File: src/prq_pkg.sv
package prq_pkg;

    localparam int NUM_LEVELS_DEF  = 8;
    localparam int QUEUE_DEPTH_DEF = 16;

    typedef enum logic [2:0] {
        K_INS_ACT = 3'd0,
        K_INS_EXP = 3'd1,
        K_POP     = 3'd2,
        K_PEEK    = 3'd3,
        K_QUERY   = 3'd4
    } t_kind;

    typedef enum logic [1:0] {
        ST_OK        = 2'd0,
        ST_BAD_LEVEL = 2'd1,
        ST_FULL      = 2'd2,
        ST_MISS      = 2'd3
    } t_status;

    // Ring pointer unit operations.
    typedef enum logic [1:0] {
        ALU_PUSH = 2'd0,
        ALU_TAIL = 2'd1,
        ALU_STEP = 2'd2
    } t_alu_op;

    typedef enum logic [2:0] {
        S_IDLE,
        S_META,
        S_EVAL,
        S_POP_ID,
        S_SCAN,
        S_RESP
    } t_state;

    typedef struct packed {
        logic re;
        logic we;
    } t_mem_ctl;

endpackage

File: src/prq_id_ram.sv
module prq_id_ram #(
    parameter int AW = 8
) (
    input  logic              i_clk,
    input  prq_pkg::t_mem_ctl i_ctl,
    input  logic [AW-1:0]     i_addr,
    input  logic [7:0]        i_wdata,
    output logic [7:0]        o_rdata
);

    logic [7:0] r_mem [2**AW];
    logic [7:0] r_rdata;

    always_ff @(posedge i_clk) begin
        if (i_ctl.we) begin
            r_mem[i_addr] <= i_wdata;
        end
        if (i_ctl.re) begin
            r_rdata <= r_mem[i_addr];
        end
    end

    assign o_rdata = r_rdata;

endmodule

File: src/prq_meta_ram.sv
module prq_meta_ram #(
    parameter int AW = 4,
    parameter int DW = 9
) (
    input  logic              i_clk,
    input  logic              i_rst_n,
    input  prq_pkg::t_mem_ctl i_ctl,
    input  logic [AW-1:0]     i_addr,
    input  logic [DW-1:0]     i_wdata,
    output logic [DW-1:0]     o_rdata
);

    // An entry never written since reset reads as zero head and zero count.
    logic [DW-1:0]    r_mem [2**AW];
    logic [2**AW-1:0] r_vld;
    logic [DW-1:0]    r_rd_data;
    logic             r_rd_vld;

    always_ff @(posedge i_clk) begin
        if (i_ctl.we) begin
            r_mem[i_addr] <= i_wdata;
        end
        if (i_ctl.re) begin
            r_rd_data <= r_mem[i_addr];
        end
    end

    always_ff @(posedge i_clk) begin
        if (!i_rst_n) begin
            r_vld    <= '0;
            r_rd_vld <= 1'b0;
        end else begin
            if (i_ctl.we) begin
                r_vld[i_addr] <= 1'b1;
            end
            if (i_ctl.re) begin
                r_rd_vld <= r_vld[i_addr];
            end
        end
    end

    assign o_rdata = r_rd_vld ? r_rd_data : '0;

endmodule

File: src/prq_ring_alu.sv
module prq_ring_alu #(
    parameter int QUEUE_DEPTH = prq_pkg::QUEUE_DEPTH_DEF
) (
    input  prq_pkg::t_alu_op                   i_op,
    input  logic [$clog2(QUEUE_DEPTH)-1:0]     i_ptr,
    input  logic [$clog2(QUEUE_DEPTH+1)-1:0]   i_cnt,
    output logic [$clog2(QUEUE_DEPTH)-1:0]     o_ptr,
    output logic [$clog2(QUEUE_DEPTH+1)-1:0]   o_cnt
);

    localparam int SW = $clog2(QUEUE_DEPTH);
    localparam int CW = $clog2(QUEUE_DEPTH + 1);
    localparam logic [CW:0] DEPTH_W = (CW+1)'(QUEUE_DEPTH);

    logic [CW:0]   ptr_inc;
    logic [CW:0]   tail_sum;
    logic [CW:0]   tail_red;
    logic [SW-1:0] ptr_wrap;
    logic [SW-1:0] ptr_tail;

    always_comb begin
        ptr_inc  = (CW+1)'(i_ptr) + (CW+1)'(1);
        ptr_wrap = (ptr_inc >= DEPTH_W) ? '0 : ptr_inc[SW-1:0];
        // Oldest slot is head minus count, taken modulo the ring depth.
        tail_sum = (CW+1)'(i_ptr) + DEPTH_W - (CW+1)'(i_cnt);
        tail_red = (tail_sum >= DEPTH_W) ? tail_sum - DEPTH_W : tail_sum;
        ptr_tail = tail_red[SW-1:0];

        unique case (i_op)
            prq_pkg::ALU_PUSH: begin
                o_ptr = ptr_wrap;
                o_cnt = i_cnt + CW'(1);
            end
            prq_pkg::ALU_TAIL: begin
                o_ptr = ptr_tail;
                o_cnt = i_cnt - CW'(1);
            end
            default: begin
                o_ptr = ptr_wrap;
                o_cnt = i_cnt - CW'(1);
            end
        endcase
    end

endmodule

File: src/prq_ctrl.sv
module prq_ctrl #(
    parameter int NUM_LEVELS  = prq_pkg::NUM_LEVELS_DEF,
    parameter int QUEUE_DEPTH = prq_pkg::QUEUE_DEPTH_DEF,
    parameter int LW          = (NUM_LEVELS > 1) ? $clog2(NUM_LEVELS) : 1,
    parameter int SW          = $clog2(QUEUE_DEPTH),
    parameter int CW          = $clog2(QUEUE_DEPTH + 1)
) (
    input  logic                 i_clk,
    input  logic                 i_rst_n,
    input  logic                 i_in_valid,
    output logic                 o_in_stall,
    input  logic [2:0]           i_kind,
    input  logic [7:0]           i_thread_id,
    input  logic [7:0]           i_level,
    output logic                 o_out_valid,
    input  logic                 i_out_stall,
    output logic [1:0]           o_status,
    output logic [7:0]           o_out_id,
    output logic [3:0]           o_out_level,
    output logic                 o_present,
    output prq_pkg::t_mem_ctl    o_meta_ctl,
    output logic [LW:0]          o_meta_addr,
    output logic [SW+CW-1:0]     o_meta_wdata,
    input  logic [SW+CW-1:0]     i_meta_rdata,
    output prq_pkg::t_mem_ctl    o_id_ctl,
    output logic [LW+SW:0]       o_id_addr,
    output logic [7:0]           o_id_wdata,
    input  logic [7:0]           i_id_rdata,
    output prq_pkg::t_alu_op     o_alu_op,
    output logic [SW-1:0]        o_alu_ptr,
    output logic [CW-1:0]        o_alu_cnt,
    input  logic [SW-1:0]        i_alu_ptr,
    input  logic [CW-1:0]        i_alu_cnt
);

    localparam logic [LW-1:0] LV_TOP = LW'(NUM_LEVELS - 1);

    prq_pkg::t_state  r_state, n_state;
    prq_pkg::t_kind   r_kind, n_kind;
    prq_pkg::t_status r_status, n_status;
    logic [7:0]       r_id, n_id;
    logic             r_set, n_set;
    logic [LW-1:0]    r_lv, n_lv;
    logic [SW-1:0]    r_ptr, n_ptr;
    logic [CW-1:0]    r_rem, n_rem;
    logic [7:0]       r_oid, n_oid;
    logic [3:0]       r_olvl, n_olvl;
    logic             r_present, n_present;
    logic             r_out_valid, n_out_valid;
    logic [1:0]       r_o_status;
    logic [7:0]       r_o_id;
    logic [3:0]       r_o_lvl;
    logic             r_o_present;
    logic             out_load;

    logic [SW-1:0]    m_head;
    logic [CW-1:0]    m_count;
    logic [7:0]       lvl_m1;
    logic [7:0]       lvl_p1;

    assign m_head  = i_meta_rdata[SW+CW-1:CW];
    assign m_count = i_meta_rdata[CW-1:0];
    assign lvl_m1  = i_level - 8'd1;
    assign lvl_p1  = 8'(r_lv) + 8'd1;

    always_comb begin
        n_state      = r_state;
        n_kind       = r_kind;
        n_status     = r_status;
        n_id         = r_id;
        n_set        = r_set;
        n_lv         = r_lv;
        n_ptr        = r_ptr;
        n_rem        = r_rem;
        n_oid        = r_oid;
        n_olvl       = r_olvl;
        n_present    = r_present;
        n_out_valid  = r_out_valid;
        out_load     = 1'b0;
        o_meta_ctl   = '0;
        o_meta_addr  = {r_set, r_lv};
        o_meta_wdata = {m_head, m_count};
        o_id_ctl     = '0;
        o_id_addr    = {r_set, r_lv, i_alu_ptr};
        o_id_wdata   = r_id;
        o_alu_op     = prq_pkg::ALU_TAIL;
        o_alu_ptr    = m_head;
        o_alu_cnt    = m_count;

        if (r_out_valid && !i_out_stall) begin
            n_out_valid = 1'b0;
        end

        unique case (r_state)
            prq_pkg::S_IDLE: begin
                if (i_in_valid) begin
                    n_kind    = prq_pkg::t_kind'(i_kind);
                    n_id      = i_thread_id;
                    n_status  = prq_pkg::ST_OK;
                    n_oid     = '0;
                    n_olvl    = '0;
                    n_present = 1'b0;
                    n_set     = 1'b0;
                    n_lv      = '0;
                    unique case (prq_pkg::t_kind'(i_kind))
                        prq_pkg::K_INS_ACT, prq_pkg::K_INS_EXP: begin
                            if (i_level == 8'd0 || i_level > 8'(NUM_LEVELS)) begin
                                n_status = prq_pkg::ST_BAD_LEVEL;
                                n_state  = prq_pkg::S_RESP;
                            end else begin
                                n_set   = (prq_pkg::t_kind'(i_kind) == prq_pkg::K_INS_EXP);
                                n_lv    = lvl_m1[LW-1:0];
                                n_state = prq_pkg::S_META;
                            end
                        end
                        prq_pkg::K_POP, prq_pkg::K_PEEK: begin
                            n_lv    = LV_TOP;
                            n_state = prq_pkg::S_META;
                        end
                        prq_pkg::K_QUERY: begin
                            n_state = prq_pkg::S_META;
                        end
                        default: begin
                            n_state = prq_pkg::S_RESP;
                        end
                    endcase
                end
            end

            prq_pkg::S_META: begin
                o_meta_ctl.re = 1'b1;
                n_state       = prq_pkg::S_EVAL;
            end

            prq_pkg::S_EVAL: begin
                unique case (r_kind)
                    prq_pkg::K_INS_ACT, prq_pkg::K_INS_EXP: begin
                        o_alu_op = prq_pkg::ALU_PUSH;
                        if (m_count == CW'(QUEUE_DEPTH)) begin
                            n_status = prq_pkg::ST_FULL;
                        end else begin
                            o_id_ctl.we   = 1'b1;
                            o_id_addr     = {r_set, r_lv, m_head};
                            o_meta_ctl.we = 1'b1;
                            o_meta_wdata  = {i_alu_ptr, i_alu_cnt};
                        end
                        n_state = prq_pkg::S_RESP;
                    end
                    prq_pkg::K_POP, prq_pkg::K_PEEK: begin
                        if (m_count != '0) begin
                            o_id_ctl.re = 1'b1;
                            if (r_kind == prq_pkg::K_POP) begin
                                o_meta_ctl.we = 1'b1;
                                o_meta_wdata  = {m_head, i_alu_cnt};
                            end
                            n_state = prq_pkg::S_POP_ID;
                        end else if (r_lv == '0) begin
                            n_status = prq_pkg::ST_MISS;
                            n_state  = prq_pkg::S_RESP;
                        end else begin
                            n_lv    = r_lv - LW'(1);
                            n_state = prq_pkg::S_META;
                        end
                    end
                    prq_pkg::K_QUERY: begin
                        if (m_count != '0) begin
                            o_id_ctl.re = 1'b1;
                            n_ptr       = i_alu_ptr;
                            n_rem       = i_alu_cnt;
                            n_state     = prq_pkg::S_SCAN;
                        end else if (r_lv != LV_TOP) begin
                            n_lv    = r_lv + LW'(1);
                            n_state = prq_pkg::S_META;
                        end else if (!r_set) begin
                            n_set   = 1'b1;
                            n_lv    = '0;
                            n_state = prq_pkg::S_META;
                        end else begin
                            n_status = prq_pkg::ST_MISS;
                            n_state  = prq_pkg::S_RESP;
                        end
                    end
                    default: begin
                        n_state = prq_pkg::S_RESP;
                    end
                endcase
            end

            prq_pkg::S_POP_ID: begin
                n_oid   = i_id_rdata;
                n_olvl  = lvl_p1[3:0];
                n_state = prq_pkg::S_RESP;
            end

            prq_pkg::S_SCAN: begin
                o_alu_op  = prq_pkg::ALU_STEP;
                o_alu_ptr = r_ptr;
                o_alu_cnt = r_rem;
                if (i_id_rdata == r_id) begin
                    n_present = 1'b1;
                    n_state   = prq_pkg::S_RESP;
                end else if (r_rem != '0) begin
                    o_id_ctl.re = 1'b1;
                    n_ptr       = i_alu_ptr;
                    n_rem       = i_alu_cnt;
                end else if (r_lv != LV_TOP) begin
                    n_lv    = r_lv + LW'(1);
                    n_state = prq_pkg::S_META;
                end else if (!r_set) begin
                    n_set   = 1'b1;
                    n_lv    = '0;
                    n_state = prq_pkg::S_META;
                end else begin
                    n_status = prq_pkg::ST_MISS;
                    n_state  = prq_pkg::S_RESP;
                end
            end

            prq_pkg::S_RESP: begin
                if (!r_out_valid || !i_out_stall) begin
                    out_load    = 1'b1;
                    n_out_valid = 1'b1;
                    n_state     = prq_pkg::S_IDLE;
                end
            end

            default: begin
                n_state = prq_pkg::S_IDLE;
            end
        endcase
    end

    always_ff @(posedge i_clk) begin
        if (!i_rst_n) begin
            r_state     <= prq_pkg::S_IDLE;
            r_out_valid <= 1'b0;
        end else begin
            r_state     <= n_state;
            r_out_valid <= n_out_valid;
        end
    end

    always_ff @(posedge i_clk) begin
        r_kind    <= n_kind;
        r_status  <= n_status;
        r_id      <= n_id;
        r_set     <= n_set;
        r_lv      <= n_lv;
        r_ptr     <= n_ptr;
        r_rem     <= n_rem;
        r_oid     <= n_oid;
        r_olvl    <= n_olvl;
        r_present <= n_present;
        if (out_load) begin
            r_o_status  <= r_status;
            r_o_id      <= r_oid;
            r_o_lvl     <= r_olvl;
            r_o_present <= r_present;
        end
    end

    assign o_in_stall  = (r_state != prq_pkg::S_IDLE);
    assign o_out_valid = r_out_valid;
    assign o_status    = r_o_status;
    assign o_out_id    = r_o_id;
    assign o_out_level = r_o_lvl;
    assign o_present   = r_o_present;

    // No storage is written while the sequencer is idle.
    a_no_write_idle: assert property (@(posedge i_clk) disable iff (!i_rst_n)
        (r_state == prq_pkg::S_IDLE) |-> (!o_meta_ctl.we && !o_id_ctl.we))
        else $error("storage written while idle");

    // The scan never has more entries left than a ring can hold.
    a_scan_bound: assert property (@(posedge i_clk) disable iff (!i_rst_n)
        (r_state == prq_pkg::S_SCAN) |-> (r_rem < CW'(QUEUE_DEPTH)))
        else $error("scan remainder out of range");

    // Leaving the response state always presents a result.
    a_resp_out: assert property (@(posedge i_clk) disable iff (!i_rst_n)
        (r_state == prq_pkg::S_RESP && n_state == prq_pkg::S_IDLE) |=> o_out_valid)
        else $error("result lost on return to idle");

endmodule

File: src/priority_ready_queue_unit.sv
// Channel   Valid         Stall         Payload
// input     i_in_valid    o_in_stall    i_kind, i_thread_id, i_level
// output    o_out_valid   i_out_stall   o_status, o_out_id, o_out_level, o_present
//
// A small sequencer runs one item at a time around a shared ring pointer unit and
// two single-port memories. An insert reads the level's head and count, then writes
// the id and the new head and count; an invalid level goes straight to the result.
// Pop and peek read head and count level by level from the top until one holds an
// entry, then read its oldest id. Query walks the levels of both sets and compares
// the stored ids until one matches, the id memory reading one entry per cycle.
// Reset is synchronous; head/count valid bits clear at once, so no clearing pass.
// A result waits in the output register while the next item is taken; a stalled
// output only holds the sequencer once its next result is ready.
module priority_ready_queue_unit #(
    parameter int NUM_LEVELS  = prq_pkg::NUM_LEVELS_DEF,
    parameter int QUEUE_DEPTH = prq_pkg::QUEUE_DEPTH_DEF
) (
    input  logic       i_clk,
    input  logic       i_rst_n,
    input  logic       i_in_valid,
    output logic       o_in_stall,
    input  logic [2:0] i_kind,
    input  logic [7:0] i_thread_id,
    input  logic [7:0] i_level,
    output logic       o_out_valid,
    input  logic       i_out_stall,
    output logic [1:0] o_status,
    output logic [7:0] o_out_id,
    output logic [3:0] o_out_level,
    output logic       o_present
);

    // Level index, ring slot and count widths.
    localparam int LW = (NUM_LEVELS > 1) ? $clog2(NUM_LEVELS) : 1;
    localparam int SW = $clog2(QUEUE_DEPTH);
    localparam int CW = $clog2(QUEUE_DEPTH + 1);

    prq_pkg::t_mem_ctl meta_ctl;
    logic [LW:0]       meta_addr;
    logic [SW+CW-1:0]  meta_wdata;
    logic [SW+CW-1:0]  meta_rdata;
    prq_pkg::t_mem_ctl id_ctl;
    logic [LW+SW:0]    id_addr;
    logic [7:0]        id_wdata;
    logic [7:0]        id_rdata;
    prq_pkg::t_alu_op  alu_op;
    logic [SW-1:0]     alu_ptr_in;
    logic [CW-1:0]     alu_cnt_in;
    logic [SW-1:0]     alu_ptr_out;
    logic [CW-1:0]     alu_cnt_out;

    // Ring storage for both sets, addressed by set, level and slot.
    prq_id_ram #(
        .AW (LW + SW + 1)
    ) u_id_ram (
        .i_clk   (i_clk),
        .i_ctl   (id_ctl),
        .i_addr  (id_addr),
        .i_wdata (id_wdata),
        .o_rdata (id_rdata)
    );

    // Head and count for every level of both sets, packed as one word.
    prq_meta_ram #(
        .AW (LW + 1),
        .DW (SW + CW)
    ) u_meta_ram (
        .i_clk   (i_clk),
        .i_rst_n (i_rst_n),
        .i_ctl   (meta_ctl),
        .i_addr  (meta_addr),
        .i_wdata (meta_wdata),
        .o_rdata (meta_rdata)
    );

    // Shared pointer unit: ring wrap, tail offset and count update.
    prq_ring_alu #(
        .QUEUE_DEPTH (QUEUE_DEPTH)
    ) u_ring_alu (
        .i_op  (alu_op),
        .i_ptr (alu_ptr_in),
        .i_cnt (alu_cnt_in),
        .o_ptr (alu_ptr_out),
        .o_cnt (alu_cnt_out)
    );

    // Sequencer, result staging and output register.
    prq_ctrl #(
        .NUM_LEVELS  (NUM_LEVELS),
        .QUEUE_DEPTH (QUEUE_DEPTH),
        .LW          (LW),
        .SW          (SW),
        .CW          (CW)
    ) u_ctrl (
        .i_clk        (i_clk),
        .i_rst_n      (i_rst_n),
        .i_in_valid   (i_in_valid),
        .o_in_stall   (o_in_stall),
        .i_kind       (i_kind),
        .i_thread_id  (i_thread_id),
        .i_level      (i_level),
        .o_out_valid  (o_out_valid),
        .i_out_stall  (i_out_stall),
        .o_status     (o_status),
        .o_out_id     (o_out_id),
        .o_out_level  (o_out_level),
        .o_present    (o_present),
        .o_meta_ctl   (meta_ctl),
        .o_meta_addr  (meta_addr),
        .o_meta_wdata (meta_wdata),
        .i_meta_rdata (meta_rdata),
        .o_id_ctl     (id_ctl),
        .o_id_addr    (id_addr),
        .o_id_wdata   (id_wdata),
        .i_id_rdata   (id_rdata),
        .o_alu_op     (alu_op),
        .o_alu_ptr    (alu_ptr_in),
        .o_alu_cnt    (alu_cnt_in),
        .i_alu_ptr    (alu_ptr_out),
        .i_alu_cnt    (alu_cnt_out)
    );

endmodule
File: config.mk
export PLATFORM = sky130hd
export DESIGN_NAME = priority_ready_queue_unit
export DESIGN_NICKNAME = d
export VERILOG_FILES = /design/src/prq_pkg.sv /design/src/prq_id_ram.sv /design/src/prq_meta_ram.sv /design/src/prq_ring_alu.sv /design/src/prq_ctrl.sv /design/src/priority_ready_queue_unit.sv
export SDC_FILE = /design/constraint.sdc
export NUM_CORES = 2
export LEC_CHECK = 0
export BUFFER_PORTS_ARGS = -buffer_cell sky130_fd_sc_hd__buf_2
export CORE_MARGIN = 3
export CORE_UTILIZATION = 35
export DETAILED_ROUTE_END_ITERATION = 10
export GPL_TIMING_DRIVEN = 0
export PLACE_DENSITY = 0.48
export SYNTH_ARGS = -nofsm -noshare
export SYNTH_HDL_FRONTEND = slang
export SYNTH_HIERARCHICAL = 1
export SYNTH_SLANG_ARGS = --single-unit
File: constraint.sdc
create_clock -name i_clk -period 6.8 [get_ports i_clk]
set_clock_uncertainty 0.15 [all_clocks]
set_input_delay 0.68 -clock i_clk [delete_from_list [all_inputs] [get_ports i_clk]]
set_output_delay 0.68 -clock i_clk [all_outputs]
set_load 0.01 [all_outputs]
==> results.sh <==
export IMPL_status="finished with violations"
export IMPL_violations="negative setup slack"
export IMPL_cts_sinks=2284
export IMPL_max_cap_viol_count=0
export IMPL_synthSimpleGateAreaFrac_pct=2.39
export IMPL_synth_avg_cell_area_um2=21.4
export IMPL_drt_iter0_markers=4870
export IMPL_crit_type="flop to flop"
export IMPL_vias=44200
export IMPL_initial_core_util_pct=35.2
export IMPL_yosys_top_cells_area="edfxtp_1, mux4_2, a22oi_1"
export IMPL_stdcell_count=8099
export IMPL_firstDrtPassIters=6
export IMPL_fp_dieH_um=509
export IMPL_fin_crit_ns=6.88
export IMPL_synth_edf_count=2263
export IMPL_track_usage_pct=19.6
export IMPL_synth_top_area_cell="edfxtp_1"
export IMPL_synth_nets=4175
export IMPL_synth_compound_area_share_pct=3.86
export IMPL_cts_made_buffers=233
export IMPL_cts_root_buf="clkbuf_16"
export IMPL_wl_per_cell_um=31.5
export IMPL_boundaryPins=40
export IMPL_htreeDepth=4
export IMPL_core_mm2=0.252
export IMPL_min_path_type="primary input to flop"
export IMPL_ys_ff_latch=2284
export IMPL_period_share_pct=101
export IMPL_die_w_um=509
export IMPL_synth_cell_types=71
export IMPL_synth_warnings=6
export IMPL_end_kind="flop"
export IMPL_fp_dieArea_mm2=0.259
export IMPL_startpoint_type="flop"
export IMPL_rr_endpoint="u_id_ram/o_rdata[5]$_DFFE_PP_"
export IMPL_fmax_ghz=0.145
export IMPL_synth_top_family_by_area="multiplexers"
export IMPL_drc=0
export IMPL_overflow=0
export IMPL_synthCells=4136
export IMPL_synth_common_cells="edfxtp_1, mux4_2, nor2_1"
export IMPL_startpoint="u_ctrl/r_state[2]$_SDFFE_PN0P_"
export IMPL_placed_cells=7642
export IMPL_slew_viol_final=0
export IMPL_setup_violations=1
export IMPL_tritoncts="yes"
export IMPL_worst_pin_slew_ns=1.33
export IMPL_postCtsSetupRepairBufs=0
export IMPL_rows=184
export IMPL_clkTransAtPathRegs_ns=0.06
export IMPL_synth_top_area_share_pct=76.7
export IMPL_ff2ff_path_depth=17
export IMPL_place_congestion=0.918
export IMPL_rsz0062_at_grt="true"
export IMPL_grt_max_degree=33
export IMPL_synth_fa_ha_area_share_pct=0.243
export IMPL_antenna_found_initial=6
export IMPL_yosys_area_share_xor_xnor_pct=0.158
export IMPL_synthMuxAreaShare_pct=14.6
export IMPL_synth_area_mm2=0.0886
export IMPL_syn2layout_area_growth_pct=18.4
export IMPL_n_fill_cell=22000
export IMPL_ys_seq_area_share_pct=77.2
export IMPL_viasPerCell=5.46
export IMPL_first_global_vias=44800
export IMPL_reg2reg_from="u_ctrl/r_state[2]$_SDFFE_PN0P_"
export IMPL_port_buffers=39
export IMPL_drive_above_1_share_pct=30.1
export IMPL_finalHoldViolCount=0
export IMPL_crit_fanout=11
export IMPL_ant_nets=0
export IMPL_routed_wl_um=255000
export IMPL_dp_hpwl_um=178000
export IMPL_fin_nets=4582
export IMPL_finalWorstSetupSlack_ns=-0.0841
export IMPL_async_flop_share_pct=0
export IMPL_ys_flop_type="edfxtp_1"
export IMPL_grt_pass1_wl_um=356000
export IMPL_crit_required_ns=7.09
export IMPL_rrSetupSlack_ns=-0.08
export IMPL_synth_most_common_cell="edfxtp_1"
export IMPL_clock_latency_ns=0.84
export IMPL_cp_data_arrival_time_ns=7.18
export IMPL_critPathCapture="u_id_ram/o_rdata[5]$_DFFE_PP_"
export IMPL_slew_limit_headroom_pct=10.4
export IMPL_cts_buffer_depth=3
-- how the worst min path moves through the flow --
stage                                   startpoint                              end  cells after the start
floorplan            u_ctrl/r_oid[0]$_SDFFCE_PN0P_     u_ctrl/o_out_id[0]$_DFFE_PP_                      0
global placement    u_ctrl/r_olvl[1]$_SDFFCE_PN0P_  u_ctrl/o_out_level[1]$_DFFE_PP_                      0
detailed placement  u_ctrl/r_olvl[1]$_SDFFCE_PN0P_  u_ctrl/o_out_level[1]$_DFFE_PP_                      0
CTS                                     i_in_valid       u_ctrl/r_present$_DFFE_PP_                      3
global route                            i_in_valid       u_ctrl/r_present$_DFFE_PP_                      3
finish                                  i_in_valid       u_ctrl/r_present$_DFFE_PP_                      3
-- flip-flops by register name, indices dropped and copies added (netlist names), 3 cells and up --
name                  flops
u_id_ram/r_mem         2048
u_meta_ram/r_mem        144
u_meta_ram/r_vld         16
u_meta_ram/r_rd_data      9
u_ctrl/o_id_wdata         8
u_ctrl/o_out_id           8
u_ctrl/r_oid              8
u_id_ram/o_rdata          8
u_ctrl/r_rem              5
u_ctrl/o_out_level        4
u_ctrl/r_olvl             4
u_ctrl/r_ptr              4
u_ctrl/r_kind             3
u_ctrl/r_lv               3
u_ctrl/r_state            3
-- cells in the final DEF, fill, tap and decap left out, types with 26 or more instances in the layout --
| cell | instances |
|---|---|
| edfxtp_1 | 2263 |
| mux4_2 | 532 |
| a22oi_1 | 251 |
| clkbuf_16 | 236 |
| clkbuf_1 | 149 |
| a21oi_1 | 119 |
| nor2_1 | 114 |
| buf_16 | 93 |
| buf_2 | 92 |
| nor2_2 | 78 |
| nor2_4 | 70 |
| clkinv_1 | 58 |
| clkinv_2 | 51 |
| nand2_1 | 51 |
| clkbuf_2 | 45 |
| buf_4 | 31 |
| buf_6 | 30 |
| mux4_1 | 29 |
| nor3_2 | 26 |
-- layer usage --
metal | share of wire (%) | wire length [um] | global-route usage (%) | up-vias
met1 | 42 | 107000 | 26.8 | 24000
li1 | - | - | - | 18400
met4 | 2.9 | 7450 | 5.56 | 2
met3 | 7.2 | 18200 | 4.60 | 350
met5 | 0.084 | 215 | 0 | -
met2 | 48 | 122000 | 31.3 | 1444
-- cells by family after synthesis --
family	Yosys count
xor gates and xnor gates	16
DFF	2284
buffers and inverters	281
AOI/OAI and AO/OA	496
adders and majority gates	16
and+or+nand+nor	462
muxes	581
-- what timing repair did --
| action | 4_1_cts | 5_1_grt |
|---|---|---|
| resized for setup | 213 | 153 |
| setup endpoints to repair | 1808 | 843 |
| hold buffers | 13 | 0 |
| endpoints found under the hold margin | 16 | 0 |
| pin swaps | 6 | 3 |
-- critical path, cell delays in order (launching register included) --
cell	delay [ns]
dfxtp_1	0.44
nor3b_4	0.40
buf_2	0.34
mux2_2	0.43
ha_1	0.35
and3b_1	0.19
or4_4	0.48
nand4_1	0.12
nand3_2	0.08
mux2_2	0.41
nor2b_1	0.18
clkbuf_2	0.29
clkbuf_4	0.38
clkbuf_1	0.42
a22oi_2	0.39
a21oi_1	0.23
o41ai_1	0.64
nand4_1	0.50
-- metrics by stage --
stage | worst slack (ns) | utilization, % | hold WS (ns) | instance area [um^2] | setup TNS, ns
2_1_floorplan | 1.68 | - | 0.250 | 88600 | 0
3_3_place_gp | -2.98 | 36.9 | 0.263 | 93000 | -7613.54
3_5_place_dp | -1.81 | 38.2 | 0.261 | 96000 | -2175.95
4_1_cts | -0.0241 | 41.4 | 0.0857 | 104000 | -0.177
5_1_grt | -0.0596 | 41.7 | 0.143 | 105000 | -0.116
6_report | -0.0841 | 41.7 | 0.172 | 105000 | -0.0841
-- layout make-up --
class / instances / area [um^2] / share of cell area, %
clock inverter: 149 / 1350 / 1.28
sequential: 2284 / 68400 / 65.2
clock buffer: 288 / 6100 / 5.82
tap: 3348 / 4190 / 4.00
inverter: 19 / 71.3 / 0.0680
timing repair buffer: 173 / 3300 / 3.15
antenna: 6 / 15.0 / 0.0143
buffer: 261 / 1410 / 1.35
multi-input combinational: 1571 / 20000 / 19.1
Power is not shown: default switching activity piles up to over one toggle a cycle in this logic, so the estimate is an artifact.
